$ cat src/design/response_terminator_detector_core_macros.svh
// Assertion macros shared by the response terminator detector RTL
`ifndef RESPONSE_TERMINATOR_DETECTOR_CORE_MACROS_SVH
`define RESPONSE_TERMINATOR_DETECTOR_CORE_MACROS_SVH

// Check a condition at the same edge as its trigger
`define RTD_ASSERT_SAME(label, trig, cond, msg) \
    label: assert property (@(posedge i_clk) disable iff (!i_rst_n) (trig) |-> (cond)) \
        else $error(msg);

// Check a condition in the cycle after its trigger
`define RTD_ASSERT_NEXT(label, trig, cond, msg) \
    label: assert property (@(posedge i_clk) disable iff (!i_rst_n) (trig) |=> (cond)) \
        else $error(msg);

`endif

$ cat src/design/rtd_pkg.sv
// Shared constants and types for the response terminator detector
`timescale 1ns / 1ps
`default_nettype none

package rtd_pkg;

    localparam int BYTE_W       = 8;
    localparam int WINDOW_BYTES = 8;
    localparam int PAT_W        = 64;
    localparam int BUFFER_DEPTH = 256;
    localparam int LAST_SLOT    = (BUFFER_DEPTH - 1 > 255) ? 255 : BUFFER_DEPTH - 1;
    localparam int IDX_W        = 8;
    localparam int CFG_IDX_W    = 2;

    typedef enum logic [CFG_IDX_W-1:0] {
        CFG_OK     = 2'd0,
        CFG_DONE   = 2'd1,
        CFG_CLOSED = 2'd2
    } t_cfg_reg;

    // Running pattern-equality flags passed along the cell row
    typedef struct packed {
        logic ok_eq;
        logic done_eq;
        logic closed_eq;
    } t_match;

endpackage

`default_nettype wire

$ cat src/design/rtd_cell.sv
// One window cell: holds one byte, compares its slice against the three patterns
`timescale 1ns / 1ps
`default_nettype none

module rtd_cell (
    input  wire logic                     i_clk,
    input  wire logic                     i_rst_n,
    input  wire logic                     i_shift,
    input  wire logic                     i_clear,
    input  wire logic [rtd_pkg::BYTE_W-1:0] i_byte,
    input  wire logic [rtd_pkg::BYTE_W-1:0] i_ok_byte,
    input  wire logic [rtd_pkg::BYTE_W-1:0] i_done_byte,
    input  wire logic [rtd_pkg::BYTE_W-1:0] i_closed_byte,
    input  wire rtd_pkg::t_match          i_match,
    output logic [rtd_pkg::BYTE_W-1:0]    o_byte,
    output rtd_pkg::t_match               o_match
);

    logic [rtd_pkg::BYTE_W-1:0] r_byte;
    logic [rtd_pkg::BYTE_W-1:0] n_byte;

    // Compare the byte about to enter this position
    always_comb begin
        o_match.ok_eq     = i_match.ok_eq     & (i_byte == i_ok_byte);
        o_match.done_eq   = i_match.done_eq   & (i_byte == i_done_byte);
        o_match.closed_eq = i_match.closed_eq & (i_byte == i_closed_byte);
    end

    always_comb begin
        n_byte = r_byte;
        if (i_shift) begin
            n_byte = i_clear ? '0 : i_byte;
        end
    end

    always_ff @(posedge i_clk) begin
        if (!i_rst_n) begin
            r_byte <= '0;
        end else begin
            r_byte <= n_byte;
        end
    end

    assign o_byte = r_byte;

endmodule

`default_nettype wire

$ cat src/design/response_terminator_detector_core.sv
// Top level of the response terminator detector: cell row, slot index and output register
`timescale 1ns / 1ps
`default_nettype none

// Response terminator detector. Each received byte transfer on the slave stream
// (tdata = rx_byte, tuser = restart) yields exactly one result transfer on the master
// stream: tdata holds the buffer slot and the byte to store there, tuser flags an
// end-of-response match or a connection-closed match. A row of WINDOW_BYTES cells
// holds the last bytes, newest in cell 0; every cell compares the byte entering it
// against its slice of the three patterns, and the flags are ANDed along the row.
// One byte is taken every clock cycle while the one-entry output register is empty or its
// result is taken in the same cycle; the window shifts on the accepting edge, the parallel
// compares and the next slot index are combinational, and the result is valid in the cycle
// after its input transfer. The user must write the patterns through the configuration
// channel (index 0 ok, 1 done, 2 closed; 3 is ignored) only while the stream is idle; the
// block does not enforce this. That channel is always ready. An end match clears the window
// and rewinds the slot to zero, a closed match keeps it, else it advances up to the last slot.
module response_terminator_detector_core (
    input  wire logic                            i_clk,
    input  wire logic                            i_rst_n,
    // slave stream
    input  wire logic                            i_s_axis_tvalid,
    output logic                                 o_s_axis_tready,
    input  wire logic [7:0]                      i_s_axis_tdata,  // [7:0] rx_byte
    input  wire logic [0:0]                      i_s_axis_tuser,  // [0] restart
    // master stream
    output logic                                 o_m_axis_tvalid,
    input  wire logic                            i_m_axis_tready,
    output logic [15:0]                          o_m_axis_tdata,  // [7:0] store_index, [15:8] store_byte
    output logic [1:0]                           o_m_axis_tuser,  // [0] end_seen, [1] closed_seen
    // configuration write channel
    input  wire logic                            i_cfg_valid,
    output logic                                 o_cfg_ready,
    input  wire logic [rtd_pkg::CFG_IDX_W-1:0]   i_cfg_index,
    input  wire logic [rtd_pkg::PAT_W-1:0]       i_cfg_data
);

    localparam int NB = rtd_pkg::WINDOW_BYTES;
    localparam int BW = rtd_pkg::BYTE_W;
    localparam logic [rtd_pkg::IDX_W-1:0] LAST_IDX = rtd_pkg::IDX_W'(rtd_pkg::LAST_SLOT);

    // Pattern registers
    logic [rtd_pkg::PAT_W-1:0] r_ok_pat;
    logic [rtd_pkg::PAT_W-1:0] r_done_pat;
    logic [rtd_pkg::PAT_W-1:0] r_closed_pat;

    // Slot index and output register
    logic [rtd_pkg::IDX_W-1:0] r_slot_idx;
    logic [rtd_pkg::IDX_W-1:0] n_slot_idx;
    logic                      r_out_valid;
    logic [15:0]               r_out_data;
    logic [1:0]                r_out_user;

    logic                      w_accept;
    logic                      w_end_hit;
    logic                      w_closed_hit;
    logic [rtd_pkg::IDX_W-1:0] w_base_idx;

    logic [BW-1:0]             w_win [NB];
    rtd_pkg::t_match           w_match [NB+1];

    assign o_cfg_ready     = 1'b1;
    // Take a byte whenever the output register is empty or being drained
    assign o_s_axis_tready = !r_out_valid || i_m_axis_tready;
    assign w_accept        = i_s_axis_tvalid && o_s_axis_tready;

    // Configuration writes
    always_ff @(posedge i_clk) begin
        if (!i_rst_n) begin
            r_ok_pat     <= '0;
            r_done_pat   <= '0;
            r_closed_pat <= '0;
        end else if (i_cfg_valid) begin
            unique case (i_cfg_index)
                rtd_pkg::CFG_OK:     r_ok_pat     <= i_cfg_data;
                rtd_pkg::CFG_DONE:   r_done_pat   <= i_cfg_data;
                rtd_pkg::CFG_CLOSED: r_closed_pat <= i_cfg_data;
                default: ;
            endcase
        end
    end

    // Cell row: cell 0 takes the new byte, each later cell takes its neighbour's byte
    assign w_match[0] = '{ok_eq: 1'b1, done_eq: 1'b1, closed_eq: 1'b1};

    for (genvar g = 0; g < NB; g++) begin : g_cell
        logic [BW-1:0] w_in_byte;
        if (g == 0) begin : g_head
            assign w_in_byte = i_s_axis_tdata;
        end else begin : g_body
            assign w_in_byte = w_win[g-1];
        end

        rtd_cell u_cell (
            .i_clk         (i_clk),
            .i_rst_n       (i_rst_n),
            .i_shift       (w_accept),
            .i_clear       (w_end_hit),
            .i_byte        (w_in_byte),
            .i_ok_byte     (r_ok_pat[BW*g +: BW]),
            .i_done_byte   (r_done_pat[BW*g +: BW]),
            .i_closed_byte (r_closed_pat[BW*g +: BW]),
            .i_match       (w_match[g]),
            .o_byte        (w_win[g]),
            .o_match       (w_match[g+1])
        );
    end

    // End match wins over a closed match
    assign w_end_hit    = w_match[NB].ok_eq || w_match[NB].done_eq;
    assign w_closed_hit = !w_end_hit && w_match[NB].closed_eq;

    // Slot for this byte: restart rewinds first, then clamp to the last slot
    always_comb begin
        w_base_idx = i_s_axis_tuser[0] ? '0 : r_slot_idx;
        if (w_base_idx > LAST_IDX) begin
            w_base_idx = LAST_IDX;
        end
    end

    always_comb begin
        priority if (w_end_hit) begin
            n_slot_idx = '0;
        end else if (w_closed_hit) begin
            n_slot_idx = w_base_idx;
        end else if (w_base_idx >= LAST_IDX) begin
            n_slot_idx = LAST_IDX;
        end else begin
            n_slot_idx = w_base_idx + 1'b1;
        end
    end

    always_ff @(posedge i_clk) begin
        if (!i_rst_n) begin
            r_slot_idx  <= '0;
            r_out_valid <= 1'b0;
        end else begin
            if (w_accept) begin
                r_slot_idx  <= n_slot_idx;
                r_out_valid <= 1'b1;
            end else if (i_m_axis_tready) begin
                // drop the result once it has been transferred
                r_out_valid <= 1'b0;
            end
        end
    end

    // Hold the result payload until the next accepted byte
    always_ff @(posedge i_clk) begin
        if (w_accept) begin
            r_out_data <= {i_s_axis_tdata, w_base_idx};
            r_out_user <= {w_closed_hit, w_end_hit};
        end
    end

    assign o_m_axis_tvalid = r_out_valid;
    assign o_m_axis_tdata  = r_out_data;
    assign o_m_axis_tuser  = r_out_user;

`include "response_terminator_detector_core_macros.svh"

    `RTD_ASSERT_SAME(a_flags_exclusive, o_m_axis_tvalid, !(o_m_axis_tuser[0] && o_m_axis_tuser[1]), "end and closed flagged together")
    `RTD_ASSERT_SAME(a_slot_in_range, 1'b1, r_slot_idx <= LAST_IDX, "slot index beyond last slot")
    `RTD_ASSERT_NEXT(a_end_rewinds, w_accept && w_end_hit, r_slot_idx == '0 && w_win[0] == '0, "end match did not rewind slot and clear window")
    `RTD_ASSERT_NEXT(a_result_follows, w_accept, o_m_axis_tvalid && o_m_axis_tdata[15:8] == $past(i_s_axis_tdata), "accepted byte not presented as result")

endmodule

`default_nettype wire

$ cat config.mk
export PLATFORM = sky130hd
export DESIGN_NAME = response_terminator_detector_core
export DESIGN_NICKNAME = d
export VERILOG_FILES = /design/src/design/rtd_pkg.sv /design/src/design/rtd_cell.sv /design/src/design/response_terminator_detector_core.sv
export VERILOG_INCLUDE_DIRS = /design/src /design/src/design
export SDC_FILE = /design/constraint.sdc
export NUM_CORES = 1
export LEC_CHECK = 0
export BUFFER_PORTS_ARGS = -buffer_cell sky130_fd_sc_hd__buf_2
export CELL_PAD_IN_SITES_DETAIL_PLACEMENT = 0
export CELL_PAD_IN_SITES_GLOBAL_PLACEMENT = 2
export CORE_MARGIN = 4
export CORE_UTILIZATION = 42
export CTS_BUF_LIST = sky130_fd_sc_hd__clkbuf_2 sky130_fd_sc_hd__clkbuf_4 sky130_fd_sc_hd__clkbuf_8
export DETAILED_ROUTE_END_ITERATION = 10
export GPL_ROUTABILITY_DRIVEN = 1
export GPL_TIMING_DRIVEN = 0
export HOLD_SLACK_MARGIN = 0.15
export PLACE_DENSITY = 0.89
export RECOVER_POWER = 100
export SLEW_MARGIN = 20
export SYNTH_ARGS = -nofsm -noshare
export SYNTH_HDL_FRONTEND = slang
export SYNTH_HIERARCHICAL = 1
export SYNTH_SLANG_ARGS = --single-unit
export TNS_END_PERCENT = 5
$ cat constraint.sdc
create_clock -name i_clk -period 9.5 [get_ports i_clk]
set_clock_uncertainty 0.15 [all_clocks]
set_input_delay 1.9 -clock i_clk [delete_from_list [all_inputs] [get_ports i_clk]]
set_output_delay 1.9 -clock i_clk [all_outputs]
set_load 0.05 [all_outputs]
## Word level (Yosys, flattened, before mapping)

Cells that the tools add are included.

- Flip-flop bits (word level): 275
- Logic and storage cells: 89

- Add/sub/neg operators: 1
- $lt $le $gt $ge: 2
- Equality and inequality tests: 26
- Multiplexer cells: 14
- Bitwise gates (word level): 21
- Reduce and logical (&&, ||, !) cells: 11

Operator list:

| operator | number |
|---|---|
| $eq 8x8->1 | 24 |
| $mux 8 | 12 |
| $and 1x1->1 | 21 |
| $add 8x1->8 const B | 1 |
| $ge 8x8->1 const B | 1 |
| $gt 8x8->1 const B | 1 |
| $reduce_and 2->1 | 3 |
| $eq 2x1->1 const B | 1 |
| $eq 2x2->1 const B | 1 |
| $logic_and 1x1->1 | 2 |
| $logic_not 1->1 | 2 |
| $logic_not 2->1 | 1 |
| $logic_or 1x1->1 | 2 |
| $mux 1 | 2 |
| $reduce_bool 2->1 | 1 |

## Logic depth before layout (Yosys ltp)

Gate-level depths: netlist (run 1).

- Depth after elaboration: 13
- Gate-level depth with buffers: 22

## Hierarchy

Netlist (run 1), hierarchy kept.

Modules (own cells, without submodules):

| module | times used | cells each | area an instance (um^2) |
|---|---|---|---|
| response_terminator_detector_core | 1 | 938 | 7742.4 |
| rtd_cell | 8 | 71 | 679.4 |

## Worst setup path after synthesis (run 1)

Ideal clock, no wire load.

- Kind: input port to flip-flop
- From: input port i_s_axis_tdata[7]
- To: register r_slot_idx[6] (netlist name)
- Arrival time: 5.007 ns
- Data required time: 9.276 ns
- Setup slack: 4.269 ns
- Stages on the path: 22
- Path buffers: 1
- Path through: xnor2_1 -> nand3_1 -> nor3_2 -> nand2_1 -> nor3_2 -> nand2_1 -> nor3_2 -> nand2_1 -> nor3_2 -> nand2_1 -> nor3_2 -> nand2_1 -> nor3_2 -> nand2_1 -> nor3_2 -> nand2_1 -> nor3_2 -> or3b_1 -> buf_6 -> nand4_4 -> or4_1 -> a31oi_1

RTL lines:

| item | line | RTL |
|---|---|---|
| start, declared | response_terminator_detector_core.sv:24 | `input wire logic [7:0] i_s_axis_tdata,` |
| end signal, assigned | response_terminator_detector_core.sv:139 | `r_slot_idx <= n_slot_idx;` |
| end, declared | response_terminator_detector_core.sv:48 | `logic [rtd_pkg::IDX_W-1:0] r_slot_idx;` |

==> flow_metrics.py, run 1 <==
metrics = {
    "drt": {
        "remaining_drc_errors": 0,
        "vias": 10200,
        "drt_wl_total_um": 34600,
        "antenna_left": 0,
        "dr.pass1.iters": 6,
        "first_iter_violations": 539,
        "vias_per_cell": 4.94,
        "wl_per_cell_um": 16.9,
    },
    "setup_path": {
        "crit_family": "simple AND/OR/NAND/NOR gates",
        "cp-start-kind": "primary input",
        "worstSetupPathType": "primary input to flip-flop",
        "path_cells": "clkbuf_1, xnor2_1, nand4_1, nor3_1, nand2_1, nor3_1, nand2_1, nor3_1, nand2_1, nor3_1, nand2_1, nor3_1, nand2_1, nor3_1, nand2_1, nor3_1, nand2_1, nor3_1, or3b_1, clkbuf_1, nand4_1, or4_1, a31oi_1",
        "arrival_ps": 7480,
        "r2r-end": "r_slot_idx[6]",
        "reg2reg_depth": 22,
        "path_max_fanout": 8,
        "r2r-start": "r_done_pat[0]",
        "path_buf_inv": 2,
        "rrSetupSlack_ps": 3770,
        "end_kind": "flip-flop",
        "cp.required_ps": 9830,
        "slowest_delay_ps": 620,
        "crit_path_frequent_cell": "nor3_1",
        "cp_slowest_cell": "or4_1",
    },
    "global_routing": {
        "antenna_found_initial": 0,
        "grt_pass1_wl_um": 55200,
        "grt_use_total_pct": 20.4,
        "grt_pass1_vias": 10100,
        "grt_max_degree": 61,
        "globalRouteOverflowTotal": 0,
    },
    "clock_tree": {
        "clkLatencyLatePin_ps": 570,
        "cts_buffers": 49,
        "cts_resized": 0,
        "cts_num_sinks": 275,
        "clockBufferDepth": 3,
        "post-cts-setup-buffers": 0,
        "cts_tree": "yes",
        "clk_transition_reported_paths_ps": 60,
        "ctsHoldBuffers": 0,
        "root_buffer": "clkbuf_8",
        "cts_max_level": 2,
    },
    "timing": {
        "fin_tns_setup_ps": 0,
        "setup_violations": 0,
        "max_freq_mhz": 140,
        "finalCritPeriodShare_pct": 75.3,
        "hold_ws_ps": 316,
        "hold_violations": 0,
        "relSlewSlack_pct": -44.1,
        "rsz0062_at_grt": "false",
        "period_needed_ps": 7150,
        "worstMarginPinSlew_ps": 2160,
        "slew_violations": 61,
    },
    "final_layout": {
        "design_area_um2": 14600,
        "drive_gt1_share_pct": 17.5,
        "area_growth_pct": 14.4,
        "fin_cells": 2054,
        "final_nets": 1704,
        "n_antenna_cell": 0,
    },
    "pwr": {
        "power.switching_uw": 676,
        "p_leak_uw": 0.00489,
        "clock_power_share_pct": 45.4,
        "p_int_uw": 2010,
        "seq_power_share_pct": 45.8,
        "swShare_pct": 25.1,
        "ir_worst_vdd_v": 0.000103,
        "pwr-share-comb_pct": 8.8,
        "power.density_nw_per_um2": 184,
    },
    "place": {
        "dpl_cell_area_um2": 13800,
        "dp.cells": 1963,
        "gp_congestion": 0.834,
        "port_buffers": 99,
        "hpwl_um": 24600,
    },
    "min_path": {
        "hold_depth": 2,
        "hp-start": "r_done_pat[63]",
        "min_path_type": "flip-flop to flip-flop",
        "hold_end": "r_done_pat[63]",
    },
    "floorplan": {
        "rows": 63,
        "die_w_um": 182,
        "ios": 101,
        "die-area_um2": 33300,
        "die_h_um": 182,
        "start_util_pct": 42.9,
        "core_um2": 29800,
    },
    "synthesis": {
        "yosys_warnings": 6,
        "netlist_instances": 1471,
        "synth_area_um2": 12800,
        "syn_area_per_cell_um2": 8.69,
    },
    "outcome": {
        "status": "finished, violations left",
        "violations": "capacitance limit, slew limit",
    },
    "flow_run": {
        "drv_cap": 1,
    },
}
## cells in the final DEF (no fill, tap or decap), types with 4 or more instances in the layout
cell type    n
a31oi_1      4
nor3_1      11
nand2_1    423
nand3_1     29
inv_1       14
nand4_1     26
buf_2       69
and2_1       4
dfxtp_1    257
a21oi_1    237
and2b_1      9
clkbuf_4     9
nor3_2      16
nor2b_2     49
buf_6        7
and2b_4     49
nor2_1       6
clkinv_2     6
edfxtp_1    18
clkbuf_8    74
a21oi_2      7
conb_1       4
nor2b_1      4
o22ai_1      8
buf_1        8
xnor2_1    192
clkbuf_1    88
## final cells by class
type / count / area, µm²
buffer: 74 / 334
clock buffer: 83 / 1090
clock inverter: 8 / 45.0
fill: 3043 / 15200
inverter: 14 / 52.6
multi-input combinational: 1111 / 6470
sequential: 275 / 5690
tap: 390 / 488
timing repair buffer: 99 / 458
## layer usage
metal | track usage [%] | up-vias | wire length, µm
li1 | - | 5154 | -
met1 | 28.2 | 4762 | 16700
met2 | 33.7 | 185 | 16000
met3 | 2.93 | 55 | 1350
met4 | 5.31 | 0 | 627
met5 | 0 | - | 0
## worst reg2reg max path, cell delays in order (launching register included)
cell and delay, ps:
dfxtp_1 320, xnor2_1 170, nand4_1 160, nor3_1 270, nand2_1 110, nor3_1 320, nand2_1 130, nor3_1 290
nand2_1 90, nor3_1 330, nand2_1 110, nor3_1 300, nand2_1 120, nor3_1 290, nand2_1 140, nor3_1 300
nand2_1 90, nor3_1 380, or3b_1 170, clkbuf_1 270, nand4_1 350, or4_1 620, a31oi_1 170
## worst max path at each step
stage	start	endpoint	slack [ps]	cells past startpoint
5_1_grt	i_s_axis_tdata[0]	r_slot_idx[6]	2020	23
3_5_place_dp	i_s_axis_tdata[0]	r_slot_idx[6]	2900	23
3_3_place_gp	i_s_axis_tdata[1]	r_slot_idx[6]	2910	23
6_report	i_s_axis_tdata[1]	r_slot_idx[6]	2350	23
4_1_cts	i_s_axis_tdata[0]	r_slot_idx[6]	3460	23
2_1_floorplan	i_s_axis_tdata[7]	r_slot_idx[6]	4270	22
## power groups by stage
stage,logic [µW],clock network (µW),registers [µW]
final,235,1220,1230
after CTS,247,1250,1230
after floorplan,150,0,1260
after global placement,244,0,1260
after global routing,262,1300,1230
after detailed placement,246,0,1260
## per-stage QoR
stage / total power, µW / util [%] / setup WS, ps
2_1_floorplan: 1410 / - / 4270
3_3_place_gp: 1500 / 46.2 / 2910
3_5_place_dp: 1500 / 46.2 / 2900
4_1_cts: 2730 / 50.0 / 3460
5_1_grt: 2790 / 49.1 / 2020
6_report: 2690 / 49.1 / 2350
## sequential cells by signal (all words and copies together) (netlist names)
| name | flops |
|---|---|
| r_ok_pat | 64 |
| r_done_pat | 64 |
| o_m_axis_tdata | 16 |
| r_slot_idx | 8 |
| o_m_axis_tuser | 2 |
| o_m_axis_tvalid | 1 |
| r_closed_pat | 64 |
| g_cell.u_cell/o_byte | 56 |
Power figures use the tool's default switching activity.
==> run 2, diff against run 1 <==
--- a/config.mk
+++ b/config.mk
@@ -10,13 +10,13 @@
 export CELL_PAD_IN_SITES_DETAIL_PLACEMENT = 0
 export CELL_PAD_IN_SITES_GLOBAL_PLACEMENT = 2
 export CORE_MARGIN = 4
-export CORE_UTILIZATION = 42
+export CORE_UTILIZATION = 35
 export CTS_BUF_LIST = sky130_fd_sc_hd__clkbuf_2 sky130_fd_sc_hd__clkbuf_4 sky130_fd_sc_hd__clkbuf_8
 export DETAILED_ROUTE_END_ITERATION = 10
 export GPL_ROUTABILITY_DRIVEN = 1
 export GPL_TIMING_DRIVEN = 0
 export HOLD_SLACK_MARGIN = 0.15
-export PLACE_DENSITY = 0.89
+export PLACE_DENSITY = 0.79
 export RECOVER_POWER = 100
 export SLEW_MARGIN = 20
 export SYNTH_ARGS = -nofsm -noshare
==> constraint.sdc (replaced) <==
create_clock -name i_clk -period 6.35 [get_ports i_clk]
set_clock_uncertainty 0.15 [all_clocks]
set_input_delay 1.27 -clock i_clk [delete_from_list [all_inputs] [get_ports i_clk]]
set_output_delay 1.27 -clock i_clk [all_outputs]
set_load 0.05 [all_outputs]
==> flow_metrics.py, run 2 (same netlist as run 1, synthesis figures left out) <==
metrics = {
    "global_routing": {
        "globalRouteOverflowTotal": 0,
        "antenna_found_initial": 0,
        "grt_max_degree": 61,
        "grt_use_total_pct": 18.1,
        "grt_pass1_vias": 9960,
        "grt_pass1_wl_um": 56400,
    },
    "final_layout": {
        "reg_top3": "r_closed_pat x64, r_done_pat x64, r_ok_pat x64",
        "n_antenna_cell": 0,
        "area_growth_pct": 14.8,
        "drive_gt1_share_pct": 18.8,
        "final_nets": 1705,
        "final_cell_mix": "nand2_1 (423), dfxtp_1 (257), a21oi_1 (232)",
        "filler_cell_count": 3759,
        "design_area_um2": 14700,
        "layout_commonest_cell": "nand2_1",
    },
    "timing": {
        "setup_ws_ps": 640,
        "worstMarginPinSlew_ps": 2270,
        "relSlewSlack_pct": -51.3,
        "finalCritPeriodShare_pct": 89.9,
        "hold_violations": 0,
        "rsz0062_at_grt": "false",
        "period_needed_ps": 5710,
        "max_freq_mhz": 175,
        "fin_tns_setup_ps": 0,
        "setup_violations": 0,
        "hold_ws_ps": 314,
        "slew_violations": 61,
    },
    "floorplan": {
        "die_h_um": 199,
        "die_w_um": 199,
        "rows": 69,
        "die-area_um2": 39600,
        "core_um2": 35800,
        "start_util_pct": 35.7,
        "ios": 101,
    },
    "setup_path": {
        "cp-start-kind": "primary input",
        "worstSetupPathType": "primary input to flip-flop",
        "arrival_ps": 6050,
        "cp.required_ps": 6690,
        "path_max_fanout": 8,
        "end_kind": "flip-flop",
    },
    "clock_tree": {
        "cts_max_level": 2,
        "cts_tree": "yes",
        "clk_transition_reported_paths_ps": 60,
        "clockBufferDepth": 3,
        "root_buffer": "clkbuf_8",
        "clkLatencyLatePin_ps": 580,
        "cts_num_sinks": 275,
        "ctsHoldBuffers": 0,
        "post-cts-setup-buffers": 0,
        "cts_buffers": 50,
        "cts_resized": 0,
    },
    "place": {
        "dp_slack_ps": 319,
        "gp_congestion": 0.779,
        "dpl_cell_area_um2": 13900,
        "hpwl_um": 25900,
        "port_buffers": 99,
    },
    "drt": {
        "remaining_drc_errors": 0,
        "antenna_left": 0,
        "first_iter_violations": 372,
        "wl_per_cell_um": 17.1,
        "vias": 10100,
        "dr.pass1.iters": 4,
        "drt_wl_total_um": 36200,
        "vias_per_cell": 4.74,
    },
    "min_path": {
        "min_path_type": "flip-flop to flip-flop",
    },
    "pwr": {
        "total_power_uw": 3920,
        "ir_worst_vdd_v": 0.000137,
        "power.density_nw_per_um2": 267,
        "p_leak_uw": 0.00488,
    },
    "outcome": {
        "violations": "capacitance limit, slew limit",
        "status": "finished, violations left",
    },
    "flow_run": {
        "drv_cap": 1,
    },
}
==> run 2: cell types whose count changed in the layout (fill, tap and decap cells not counted), sizes merged <==
cell      previous run  this run
clkinvlp             2         1
clkbuf             171       174
clkinv               6         1
buf                 85        86
==> run 2: final cells by class <==
class                      count  area (µm²)  area share [%]
timing repair buffer          99         458            3.12
clock inverter                 2        12.5          0.0853
clock buffer                  87        1000            6.84
multi-input combinational   1111        6540            44.6
sequential                   275        5690            38.7
inverter                      14        52.6           0.358
tap                          461         577            3.93
buffer                        74         344            2.34
==> run 2: critical path, stage by stage <==
cell and delay (ps):
clkbuf_1 420, xnor2_1 200, nand4_1 150, nor3_2 210, nand2_1 140, nor3_2 220
nand2_1 100, nor3_1 220, nand2_1 110, nor3_2 280, nand2_1 110, nor3_2 230
nand2_1 110, nor3_2 270, nand2_1 110, nor3_1 300, nand2_1 110, nor3_2 290
or3b_1 170, buf_6 130, nand4_4 140, or4_1 560, a31oi_1 180
==> run 2: final timing paths <==
path | from | end | slack, ps | cells past startpoint
worst max register to register | r_done_pat[7] | r_slot_idx[6] | 1440 | 22
worst max-delay path | i_s_axis_tdata[0] | r_slot_idx[6] | 640 | 23
worst min register to register | r_ok_pat[29] | r_ok_pat[29] | 310 | 2
worst min-delay path | r_ok_pat[29] | r_ok_pat[29] | 310 | 2
==> run 2: stage by stage <==
step,std cells,util (%)
after CTS,2123,41.5
after global placement,2034,38.7
after floorplan,1474,-
after global routing,2123,41.0
final,2123,41.0
after detailed placement,2034,38.7
==> run 2: routing by layer <==
metal  vias to the layer above  wire length (µm)  global-route usage (%)
li1                       5141                 -                       -
met1                      4728             17600                    25.2
met2                       149             16700                    29.7
met4                         0               537                    3.52
met3                        44              1410                    3.14
met5                         -                 0                       0
==> run 2: power breakdown <==
part	leakage, µW	switching, µW	internal [µW]
clock	0.000549	733	981
combinational	0.00206	220	139
sequential	0.00226	44.2	1800
